--- src/hw/rtl/assert_macros.svh ---
// Assertion helpers shared by the RTL modules.
// Each macro expects clk and rst_n in scope.
`ifndef ASSERT_MACROS_SVH
`define ASSERT_MACROS_SVH

// Property must hold at every rising clock edge outside reset.
`define ASSERT_CLK(lbl, prop, msg) \
  lbl: assert property (@(posedge clk) disable iff (!rst_n) (prop)) else $error(msg);

// Expression must never be true outside reset.
`define ASSERT_NEVER(lbl, expr, msg) \
  lbl: assert property (@(posedge clk) disable iff (!rst_n) !(expr)) else $error(msg);

`endif

--- src/hw/rtl/pc_pkg.sv ---
// ----------------------------------------------------------------------------
// pc_pkg
// Types, widths and codes for the streaming correlation block.
// ----------------------------------------------------------------------------
package pc_pkg;

  localparam int MAX_SAMPLES = 4096;
  localparam int SAMPLE_W    = 16;
  localparam int CNT_W       = 13;
  localparam int SX_W        = 28;   // signed sum of samples
  localparam int SXX_W       = 43;   // unsigned sum of squares
  localparam int SXY_W       = 44;   // signed sum of cross products
  localparam int PROD_W      = 2 * SAMPLE_W;
  localparam int V_W         = 56;   // variance terms
  localparam int CV_W        = 58;   // signed covariance term
  localparam int MAG_W       = 57;
  localparam int AB_W        = 112;
  localparam int RHS_W       = 146;
  localparam int MA_W        = 64;   // serial multiplier operand
  localparam int MB_W        = 128;  // parallel multiplicand
  localparam int P_W         = MA_W + MB_W;
  localparam int MCNT_W      = 6;
  localparam int M_W         = 16;
  localparam int BIT_W       = 4;
  localparam int T_W         = M_W + 1;
  localparam int T2_W        = 2 * T_W;
  localparam int STAT_W      = 2;

  localparam logic [STAT_W-1:0] ST_OK   = 2'd0;
  localparam logic [STAT_W-1:0] ST_ZERO = 2'd1;
  localparam logic [STAT_W-1:0] ST_OVF  = 2'd2;

  typedef enum logic [3:0] {
    OP_NSXX, OP_SXSX, OP_NSYY, OP_SYSY, OP_NSXY, OP_SXSY, OP_AB, OP_CC, OP_CAND
  } op_t;

  typedef enum logic [2:0] {
    S_ACC, S_FLUSH, S_START, S_MUL, S_ADV, S_DONE
  } state_t;

  typedef struct packed {
    logic in_ready;
    logic mul_start;
    logic store;
    logic cand_init;
    logic cand_next;
    logic emit;
    op_t  op;
  } ctl_cmd_t;

  typedef struct packed {
    logic pipe_busy;
    logic ovf;
    logic ab_zero;
    logic bit_zero;
    logic mul_done;
    logic out_busy;
  } dp_status_t;

endpackage

--- src/hw/rtl/pc_ctrl.sv ---
// ----------------------------------------------------------------------------
// pc_ctrl
// Sequencer: accumulate, flush, step through the multiply chain, emit.
// ----------------------------------------------------------------------------
module pc_ctrl
  import pc_pkg::*;
(
  input  logic       clk,
  input  logic       rst_n,
  input  logic       in_accept,
  input  logic       in_last,
  input  dp_status_t st,
  output ctl_cmd_t   cmd
);

  state_t state_r, state_nxt;
  op_t    op_r, op_nxt;

  always_comb begin
    state_nxt = state_r;
    op_nxt    = op_r;
    case (state_r)
      S_ACC:   if (in_accept && in_last) state_nxt = S_FLUSH;
      S_FLUSH: begin
        if (!st.pipe_busy) begin
          if (st.ovf) begin
            state_nxt = S_DONE;
          end else begin
            op_nxt    = OP_NSXX;
            state_nxt = S_START;
          end
        end
      end
      S_START: state_nxt = S_MUL;
      S_MUL:   if (st.mul_done) state_nxt = S_ADV;
      S_ADV: begin
        state_nxt = S_START;
        case (op_r)
          OP_NSXX: op_nxt = OP_SXSX;
          OP_SXSX: op_nxt = OP_NSYY;
          OP_NSYY: op_nxt = OP_SYSY;
          OP_SYSY: op_nxt = OP_NSXY;
          OP_NSXY: op_nxt = OP_SXSY;
          OP_SXSY: op_nxt = OP_AB;
          OP_AB:   op_nxt = OP_CC;
          OP_CC: begin
            if (st.ab_zero) state_nxt = S_DONE;
            else            op_nxt    = OP_CAND;
          end
          OP_CAND: if (st.bit_zero) state_nxt = S_DONE;
          default: state_nxt = S_DONE;
        endcase
      end
      S_DONE:  if (!st.out_busy) state_nxt = S_ACC;
      default: state_nxt = S_ACC;
    endcase
  end

  always_comb begin
    cmd           = '0;
    cmd.op        = op_r;
    case (state_r)
      S_ACC:   cmd.in_ready  = 1'b1;
      S_START: cmd.mul_start = 1'b1;
      S_MUL:   cmd.store     = st.mul_done;
      S_ADV: begin
        cmd.cand_init = (op_r == OP_CC) && !st.ab_zero;
        cmd.cand_next = (op_r == OP_CAND) && !st.bit_zero;
      end
      S_DONE:  cmd.emit      = !st.out_busy;
      default: ;
    endcase
  end

  always_ff @(posedge clk) begin
    if (!rst_n) begin
      state_r <= S_ACC;
      op_r    <= OP_NSXX;
    end else begin
      state_r <= state_nxt;
      op_r    <= op_nxt;
    end
  end

`include "assert_macros.svh"
  `ASSERT_CLK(a_done_in_mul, st.mul_done |-> (state_r == S_MUL), "multiply done out of step")
  `ASSERT_CLK(a_no_accept_busy, (state_r != S_ACC) |-> !in_accept, "beat taken while busy")

endmodule
--- config.mk ---
export PLATFORM = sky130hd
export DESIGN_NAME = pc_ctrl
export DESIGN_NICKNAME = d
export VERILOG_FILES = /design/src/hw/rtl/pc_pkg.sv /design/src/hw/rtl/pc_ctrl.sv
export VERILOG_INCLUDE_DIRS = /design/src /design/src/hw/rtl
export SDC_FILE = /design/constraint.sdc
export NUM_CORES = 1
export LEC_CHECK = 0
export BUFFER_PORTS_ARGS = -buffer_cell sky130_fd_sc_hd__buf_4
export CAP_MARGIN = 30
export CORE_MARGIN = 10
export CORE_UTILIZATION = 25
export CTS_BUF_LIST = sky130_fd_sc_hd__clkbuf_8
export CTS_CLUSTER_SIZE = 10
export DETAILED_ROUTE_END_ITERATION = 10
export GPL_ROUTABILITY_DRIVEN = 0
export GPL_TIMING_DRIVEN = 0
export SYNTH_ARGS = -nofsm -noshare
export SYNTH_HDL_FRONTEND = slang
export SYNTH_SLANG_ARGS = --single-unit
--- constraint.sdc ---
create_clock -name clk -period 3.05 [get_ports clk]
set_input_delay 0.305 -clock clk [delete_from_list [all_inputs] [get_ports clk]]
set_output_delay 0.305 -clock clk [all_outputs]
set_load 0.05 [all_outputs]
==> impl_metrics.py, run 1 <==
metrics = {
    "run_status": {
        "status": "complete, no violations",
    },
    "placed_design": {
        "dp_hpwl_microns": 1290,
        "dp_slack_ps": 1320,
        "io_buffers": 19,
    },
    "yosys": {
        "synth-xor-area-share_pct": 0,
        "synthTopCellsByArea": "dfxtp_1, nand2_1, nor2b_1, nor2_1, a21o_1",
        "synth_simple_gate_area_share_pct": 42.0,
        "synth_most_common_cell": "nand2_1",
        "synthAdderAreaFrac_pct": 0,
        "yosys-top-cells-count": "nand2_1, dfxtp_1, nor2_1",
        "syn-num-nets": 84,
        "synth.avg_cell_area_sq_um": 7.37,
        "ys_dominant_reg_cell": "dfxtp_1",
        "async_flop_share_pct": 0,
        "synth_seq_cells": 7,
        "synth_edf_count": 0,
        "synth.top_cell.area_share_pct": 25.7,
        "synth_top_family_by_area": "simple AND/OR/NAND/NOR gates",
        "netlist_area_sq_um": 546,
        "synthCells": 74,
        "synth_top_cell_by_area": "dfxtp_1",
        "ys_types": 31,
        "synth_compound_gate_area_share_pct": 27.1,
        "muxShareOfSynthArea_pct": 0,
        "ys_seq_area_share_pct": 25.7,
        "yosys_warnings": 0,
    },
    "worst_setup_path": {
        "endpoint_kind": "output port",
        "r2r_end": "state_r[0]$_SDFFE_PN0P_",
        "r2r_cells": 5,
        "cp_max_fo": 10,
        "startpoint": "state_r[2]$_SDFFE_PN0P_",
        "worstSetupPathType": "register to output port",
        "timing.critical_path.to": "cmd[5]",
        "rrSetupSlack_ps": 1580,
        "reg2reg_from": "op_r[0]$_SDFFE_PN0P_",
        "cp.arrival_ps": 1700,
        "start_kind": "register",
        "critical_path_required_ps": 2740,
    },
    "power_and_ir_drop": {
        "ir_worst_vdd_mv": 0.391,
        "p_leak_nw": 0.358,
        "p_int_w": 0.000273,
        "combPwrFrac_pct": 45.7,
        "power_frac_seq_pct": 27.2,
        "power_density_nw_per_um2": 583,
        "netSwitchingFraction_pct": 38.9,
        "p_sw_w": 0.000174,
        "p_clk_share_pct": 27.1,
    },
    "die": {
        "dieHeight_microns": 66.7,
        "num_rows": 16,
        "io_pins": 20,
        "coreArea_sq_um": 2020,
        "dieArea_sq_um": 4450,
        "die_x_microns": 66.7,
        "initial_core_util_pct": 27.0,
    },
    "detailed_routing": {
        "totalWireLength_microns": 1650,
        "drc": 0,
        "ant_nets": 0,
        "vias_per_cell": 5.02,
        "drt_pass1_iterations": 4,
        "drt_iter0_markers": 23,
        "wl_per_cell_microns": 13.3,
        "via_count": 622,
    },
    "finish": {
        "diodes": 0,
        "final_nets": 108,
        "multi_input_area_sq_um": 377,
        "drive_gt1_share_pct": 29.9,
        "seqCellArea_sq_um": 140,
        "synthToLayoutAreaGrowth_pct": 40.6,
        "nFillCells": 226,
    },
    "timing": {
        "finClkSkew_ps": 1.15,
        "slew_violations": 0,
        "rsz0062_at_grt": "no",
        "setup_violations": 0,
        "relSlewSlack_pct": 66.8,
        "period_needed_ps": 2000,
        "setup_tns_ps": 0,
        "max_freq_mhz": 500,
        "hold_viol": 0,
        "tightestPinTransition_ps": 491,
        "fin_crit_sh_pct": 65.6,
        "setup_ws_ps": 1050,
    },
    "job": {
        "cap_violations": 0,
    },
    "cts": {
        "cts_tree": "built",
        "cts_hold_buf": 0,
        "path_clk_slew_ps": 40,
        "clock_sinks": 7,
        "cts_made_buffers": 3,
        "clk_latency_ps": 220,
        "root_buffer": "clkbuf_8",
        "cts_setup_buffers": 0,
        "cts_buffer_depth": 2,
        "htree_levels": 1,
        "ctsResizeCount": 0,
    },
    "global_routing": {
        "grt_pass1_wl_microns": 2770,
        "grt.overflow.total": 0,
        "grt_max_degree": 11,
        "first_global_vias": 627,
        "antenna_found_initial": 0,
        "grt.total_usage_pct": 7.66,
    },
    "hold_path": {
        "hp-class": "input pin to register",
    },
}
worst min path at each step:
stage	end	startpoint	cells after the start	slack, ps
2_1_floorplan	state_r[1]$_SDFFE_PN0P_	st[1]	1	390
3_5_place_dp	state_r[1]$_SDFFE_PN0P_	st[1]	2	510
3_3_place_gp	state_r[1]$_SDFFE_PN0P_	st[1]	2	500
6_report	state_r[1]$_SDFFE_PN0P_	st[1]	2	270
4_1_cts	state_r[1]$_SDFFE_PN0P_	st[1]	2	270
5_1_grt	state_r[1]$_SDFFE_PN0P_	st[1]	2	290
registers in the layout (all words and copies together) (netlist names):
name     cells
state_r      3
op_r         4
critical path, cell delays in order, from the launching register on:
cell     delay, ps
dfxtp_1        430
buf_2          240
nor3b_1        380
and3_1         220
buf_4          190
cell families after synthesis:
kind of cell / Yosys count
and+or+nand+nor: 41
AOI/OAI and AO/OA: 21
DFF: 7
buffers and inverters: 5
area by class of cell:
type                            instances  share of cell area [%]
Buffer                                  4                    3.26
Clock buffer                            3                    5.38
Tap cell                               27                    4.40
Timing Repair Buffer                   19                    18.6
Sequential cell                         7                    18.3
Inverter                                1                   0.489
Multi-Input combinational cell         62                    49.1
Clock inverter                          1                   0.489
cells in the final DEF (no fill, tap or decap), types with 3 or more instances in the layout:
master	count
a21o_1	3
nor2_1	7
and3_1	3
dfxtp_1	7
buf_4	19
a31oi_1	3
nor2b_1	6
nand2_1	10
o21ai_0	4
a21oi_1	4
clkbuf_8	3
metrics by stage:
step                cells  util (%)  cell area (sq um)  power [W]  hold WS [ps]
finish                124      37.9                767   0.000447           274
global route          124      37.9                767   0.000481           290
CTS                   124      37.9                767   0.000453           269
detailed placement    120      35.7                722   0.000327           505
global placement      120      35.7                722   0.000325           504
floorplan              74         -                546   0.000271           393
power groups by stage:
stage	logic, W	clock network [W]	registers, W
floorplan	0.000149	0	0.000122
finish	0.000205	0.000121	0.000122
detailed placement	0.000204	0	0.000123
global route	0.000222	0.000134	0.000124
global placement	0.000203	0	0.000122
CTS	0.000206	0.000126	0.000122
metal layers:
| layer | vias to the layer above | GRT usage, % | routed length, microns |
|---|---|---|---|
| met5 | - | 0 | 0 |
| met4 | 0 | 1.57 | 0 |
| met3 | 0 | 4.85 | 175 |
| met2 | 32 | 11.0 | 694 |
| met1 | 271 | 9.31 | 775 |
| li1 | 319 | - | - |
Power figures use the tool's default switching activity.
==> run 2: changes to the inputs <==
==> constraint.sdc (replaced) <==
create_clock -name clk -period 2 [get_ports clk]
set_input_delay 0.2 -clock clk [delete_from_list [all_inputs] [get_ports clk]]
set_output_delay 0.2 -clock clk [all_outputs]
set_load 0.05 [all_outputs]
==> run 2 against run 1 <==
Net effect: sequential share of layout area down 0.24 points; critical path depth up 1; wire length down 4.5%; power up 56%; largest power group unchanged; sequential power up 52%; clock power up 66%; global-route usage up 0.24 points; largest cell class unchanged; critical path type unchanged; flip-flop and latch count unchanged; final cell count unchanged; combinational power up 53%; register-to-register slack worse by 1000 ps; highest routed layer is now met4; via count up 2.7%.
==> impl_metrics.py, run 2 (synthesis gave the netlist of run 1 again) <==
metrics = {
    "run_status": {
        "status": "complete, no violations",
    },
    "timing": {
        "tightestPinTransition_ps": 487,
        "finClkSkew_ps": 5.65,
        "relSlewSlack_pct": 67.0,
        "hold_viol": 0,
        "fin_crit_sh_pct": 89.8,
        "setup_tns_ps": 0,
        "slew_violations": 0,
        "setup_violations": 0,
        "rsz0062_at_grt": "no",
        "max_freq_mhz": 557,
        "period_needed_ps": 1800,
    },
    "hold_path": {
        "hp-class": "input pin to register",
    },
    "cts": {
        "cts_buffer_depth": 2,
        "path_clk_slew_ps": 40,
        "cts_setup_buffers": 0,
        "cts_hold_buf": 0,
        "cts_made_buffers": 3,
        "htree_levels": 1,
        "clock_sinks": 7,
        "clk_latency_ps": 230,
        "cts_tree": "built",
        "root_buffer": "clkbuf_8",
    },
    "detailed_routing": {
        "wl_per_cell_microns": 12.7,
        "drt_pass1_iterations": 5,
        "ant_nets": 0,
        "drc": 0,
        "totalWireLength_microns": 1570,
        "vias_per_cell": 5.15,
        "drt_iter0_markers": 23,
        "via_count": 639,
    },
    "global_routing": {
        "antenna_found_initial": 0,
        "grt.total_usage_pct": 7.90,
        "grt_max_degree": 11,
        "first_global_vias": 675,
        "grt.overflow.total": 0,
        "grt_pass1_wl_microns": 2720,
    },
    "power_and_ir_drop": {
        "netSwitchingFraction_pct": 40.1,
        "p_sw_w": 0.000281,
        "combPwrFrac_pct": 44.9,
        "p_clk_share_pct": 28.7,
        "power_frac_seq_pct": 26.4,
        "p_int_w": 0.000419,
        "power_density_nw_per_um2": 900,
        "p_leak_nw": 0.362,
        "ir_worst_vdd_mv": 0.436,
    },
    "die": {
        "num_rows": 16,
        "coreArea_sq_um": 2020,
        "io_pins": 20,
        "dieHeight_microns": 66.7,
        "dieArea_sq_um": 4450,
        "initial_core_util_pct": 27.0,
        "die_x_microns": 66.7,
    },
    "worst_setup_path": {
        "start_kind": "register",
        "worstSetupPathType": "register to output port",
        "critical_path_required_ps": 1800,
        "endpoint_kind": "output port",
        "cp_max_fo": 10,
        "cp.arrival_ps": 1600,
    },
    "job": {
        "cap_violations": 0,
    },
    "placed_design": {
        "dpl_cell_area_sq_um": 727,
        "io_buffers": 19,
        "dp_hpwl_microns": 1230,
    },
    "finish": {
        "drive_gt1_share_pct": 32.0,
        "regMostFlops": "op_r",
        "final_cell_area_sq_um": 777,
        "final_nets": 108,
        "synthToLayoutAreaGrowth_pct": 42.4,
        "reg_top3": "op_r: 4 flops, state_r: 3 flops",
        "mostFrequentLayoutCells": "buf_4, nand2_1, nor2_1, dfxtp_1, nor2b_1",
        "layout_commonest_cell": "buf_4",
        "largest_reg_flops": 4,
        "diodes": 0,
    },
}
run 2: cell counts in the layout (fill, tap and decap cells not counted):
No cell type changed its count.
run 2: timing repair:
action | in CTS | in global routing
gates resized for setup | 0 | 1
hold endpoints to repair | 0 | 0
setup endpoints to repair | 0 | 1
run 2: worst max-delay path, stage by stage, from the launching register on:
cell,delay (ps)
dfxtp_1,420
clkbuf_1,350
nor2b_1,220
nand2_1,70
nor2_1,90
buf_4,200
run 2: metal layers:
metal / up-vias / global-route usage, % / share of wire (%) / wire, microns
li1: 318 / - / - / -
met1: 297 / 7.65 / 42 / 667
met2: 20 / 12.4 / 45 / 704
met3: 4 / 6.19 / 12 / 184
met4: 0 / 2.88 / 0.89 / 14
met5: - / 0 / 0 / 0
run 2: cell type report:
cell class	instances	area (sq um)
repair buffers	19	143
flip-flops and latches	7	140
inverters	1	3.75
clock inverters	1	3.75
well taps	27	33.8
plain buffers	4	25.0
clock buffers	3	41.3
fillers	218	1240
multi-input cells	62	387
run 2: final timing paths:
check                               start                      end  slack (ps)  cells after the start
hold reg to reg      op_r[2]$_SDFFE_PN0P_     op_r[2]$_SDFFE_PN0P_         550                      1
hold / removal                      st[1]  state_r[1]$_SDFFE_PN0P_         160                      2
setup / recovery  state_r[0]$_SDFFE_PN0P_                   cmd[4]         200                      5
setup reg to reg  state_r[1]$_SDFFE_PN0P_     op_r[2]$_SDFFE_PN0P_         560                      4
run 2: power by group through the flow:
stage	Combinational [W]	Clock (W)	Sequential [W]
3_5_place_dp	0.000311	0	0.000187
5_1_grt	0.000353	0.000213	0.000189
4_1_cts	0.000312	0.000205	0.000185
2_1_floorplan	0.000228	0	0.000186
3_3_place_gp	0.000310	0	0.000186
6_report	0.000314	0.000201	0.000185
run 2: metrics by stage:
stage          setup WS [ps]  total power [W]  util [%]  cells  hold WS (ps)
2_1_floorplan           46.8         0.000413         -     74           288
3_3_place_gp             348         0.000497      36.0    120           396
3_5_place_dp             381         0.000498      36.0    120           398
4_1_cts                  122         0.000702      38.2    124           149
5_1_grt                 39.1         0.000756      38.4    124           176
6_report                 203         0.000699      38.4    124           157
==> run 3: changes to the inputs <==
==> constraint.sdc (replaced) <==
create_clock -name clk -period 2 [get_ports clk]
set_input_delay 0.3 -clock clk [delete_from_list [all_inputs] [get_ports clk]]
set_output_delay 0.3 -clock clk [all_outputs]
set_load 0.05 [all_outputs]
==> run 3 against run 2 <==
Net effect: sequential power rose by 3%; wire length rose by 4.1%; largest power group unchanged; utilization rose by 0.56 points; via count rose by 0.78%; final cell count did not move; critical endpoint is now cmd[6]; sequential share of layout area fell by 0.099 points; cell area rose by 1.4%.
==> impl_metrics.py, run 3 (synthesis gave the netlist of run 1 again) <==
metrics = {
    "timing": {
        "max_freq_mhz": 529,
        "slew_violations": 0,
        "finClkSkew_ps": 0.334,
        "relSlewSlack_pct": 66.0,
        "period_needed_ps": 1890,
        "setup_violations": 0,
        "setup_tns_ps": 0,
        "rsz0062_at_grt": "no",
        "tightestPinTransition_ps": 503,
        "fin_crit_sh_pct": 94.5,
        "hold_viol": 0,
    },
    "power_and_ir_drop": {
        "power_density_nw_per_um2": 890,
        "power_frac_seq_pct": 27.0,
        "p_sw_w": 0.000280,
        "p_int_w": 0.000422,
        "ir_worst_vdd_mv": 0.453,
        "p_leak_nw": 0.374,
        "combPwrFrac_pct": 45.9,
        "netSwitchingFraction_pct": 39.9,
        "p_total_w": 0.000702,
        "p_clk_share_pct": 27.1,
    },
    "finish": {
        "seqCellArea_sq_um": 141,
        "layout_commonest_cell": "buf_4",
        "final_nets": 108,
        "mostFrequentLayoutCells": "buf_4, nand2_1, nor2_1",
        "regMostFlops": "op_r",
        "diodes": 0,
        "reg_top3": "op_r: 4 flops, state_r: 3 flops",
        "largest_reg_flops": 4,
        "nFillCells": 220,
        "multi_input_area_sq_um": 395,
        "drive_gt1_share_pct": 35.1,
        "synthToLayoutAreaGrowth_pct": 44.5,
    },
    "cts": {
        "cts_made_buffers": 3,
        "htree_levels": 1,
        "cts_setup_buffers": 0,
        "root_buffer": "clkbuf_8",
        "cts_buffer_depth": 2,
        "clock_sinks": 7,
        "clk_latency_ps": 220,
        "ctsResizeCount": 0,
        "cts_hold_buf": 0,
        "cts_tree": "built",
        "path_clk_slew_ps": 40,
    },
    "detailed_routing": {
        "ant_nets": 0,
        "totalWireLength_microns": 1640,
        "drt_pass1_iterations": 4,
        "vias_per_cell": 5.19,
        "drt_iter0_markers": 34,
        "drc": 0,
        "via_count": 644,
        "wl_per_cell_microns": 13.2,
    },
    "die": {
        "initial_core_util_pct": 27.0,
        "dieArea_sq_um": 4450,
        "die_x_microns": 66.7,
        "coreArea_sq_um": 2020,
        "num_rows": 16,
        "io_pins": 20,
        "dieHeight_microns": 66.7,
    },
    "run_status": {
        "status": "complete, no violations",
    },
    "worst_setup_path": {
        "cp.arrival_ps": 1590,
        "slowest_delay_ps": 610,
        "worstSetupPathType": "register to output port",
        "cp_cell_sequence": "or4b_4 -> nor3_4 -> buf_4",
        "cp_slowest_cell": "or4b_4",
        "rrSetupSlack_ps": 550,
        "cp_num_buf_inv": 1,
        "path_delay_family": "simple AND/OR/NAND/NOR gates",
        "cp_max_fo": 7,
        "critical_path_required_ps": 1700,
        "endpoint_kind": "output port",
        "start_kind": "register",
    },
    "hold_path": {
        "hp-class": "input pin to register",
    },
    "global_routing": {
        "grt.total_usage_pct": 8.33,
        "first_global_vias": 648,
        "grt.overflow.total": 0,
        "grt_pass1_wl_microns": 2940,
        "antenna_found_initial": 0,
        "grt_max_degree": 11,
    },
    "placed_design": {
        "dp_hpwl_microns": 1280,
        "io_buffers": 19,
    },
    "job": {
        "cap_violations": 0,
    },
}
run 3: cell counts in the layout (fill, tap and decap cells not counted):
Identical to the previous run, type by type.
run 3: area by class of cell:
class / instances / area share [%]
Tap cell: 27 / 4.29
Inverter: 1 / 0.476
Multi-Input combinational cell: 62 / 50.2
Sequential cell: 7 / 17.9
Clock inverter: 1 / 0.476
Buffer: 4 / 3.33
Timing Repair Buffer: 19 / 18.1
Clock buffer: 3 / 5.24
run 3: power groups by stage:
stage | clock network (W) | registers, W | logic, W
final | 0.000190 | 0.000190 | 0.000322
after CTS | 0.000194 | 0.000188 | 0.000317
after detailed placement | 0 | 0.000191 | 0.000314
after floorplan | 0 | 0.000186 | 0.000228
after global routing | 0.000206 | 0.000194 | 0.000360
after global placement | 0 | 0.000189 | 0.000315
run 3: final timing paths:
check	startpoint	to	cells after the start
max	state_r[0]$_SDFFE_PN0P_	cmd[6]	3
min reg2reg	op_r[2]$_SDFFE_PN0P_	op_r[2]$_SDFFE_PN0P_	1
max reg2reg	state_r[1]$_SDFFE_PN0P_	op_r[2]$_SDFFE_PN0P_	4
min	st[1]	state_r[1]$_SDFFE_PN0P_	2
run 3: layer usage:
metal  share of wire, %  track usage (%)
met1                 44             9.89
met5                  0                0
met3                 14             6.02
met2                 41             11.4
met4               0.49             2.62
run 3: per-stage QoR:
stage               util (%)  cell area [sq um]  hold slack [ps]  setup WS, ps  std cells
CTS                     38.5                778              261          15.5        124
floorplan                  -                557              388          78.4         74
finish                  39.0                788              263           109        124
global placement        36.3                733              496           287        120
detailed placement      36.3                733              498           260        120
global route            39.0                788              271          36.7        124
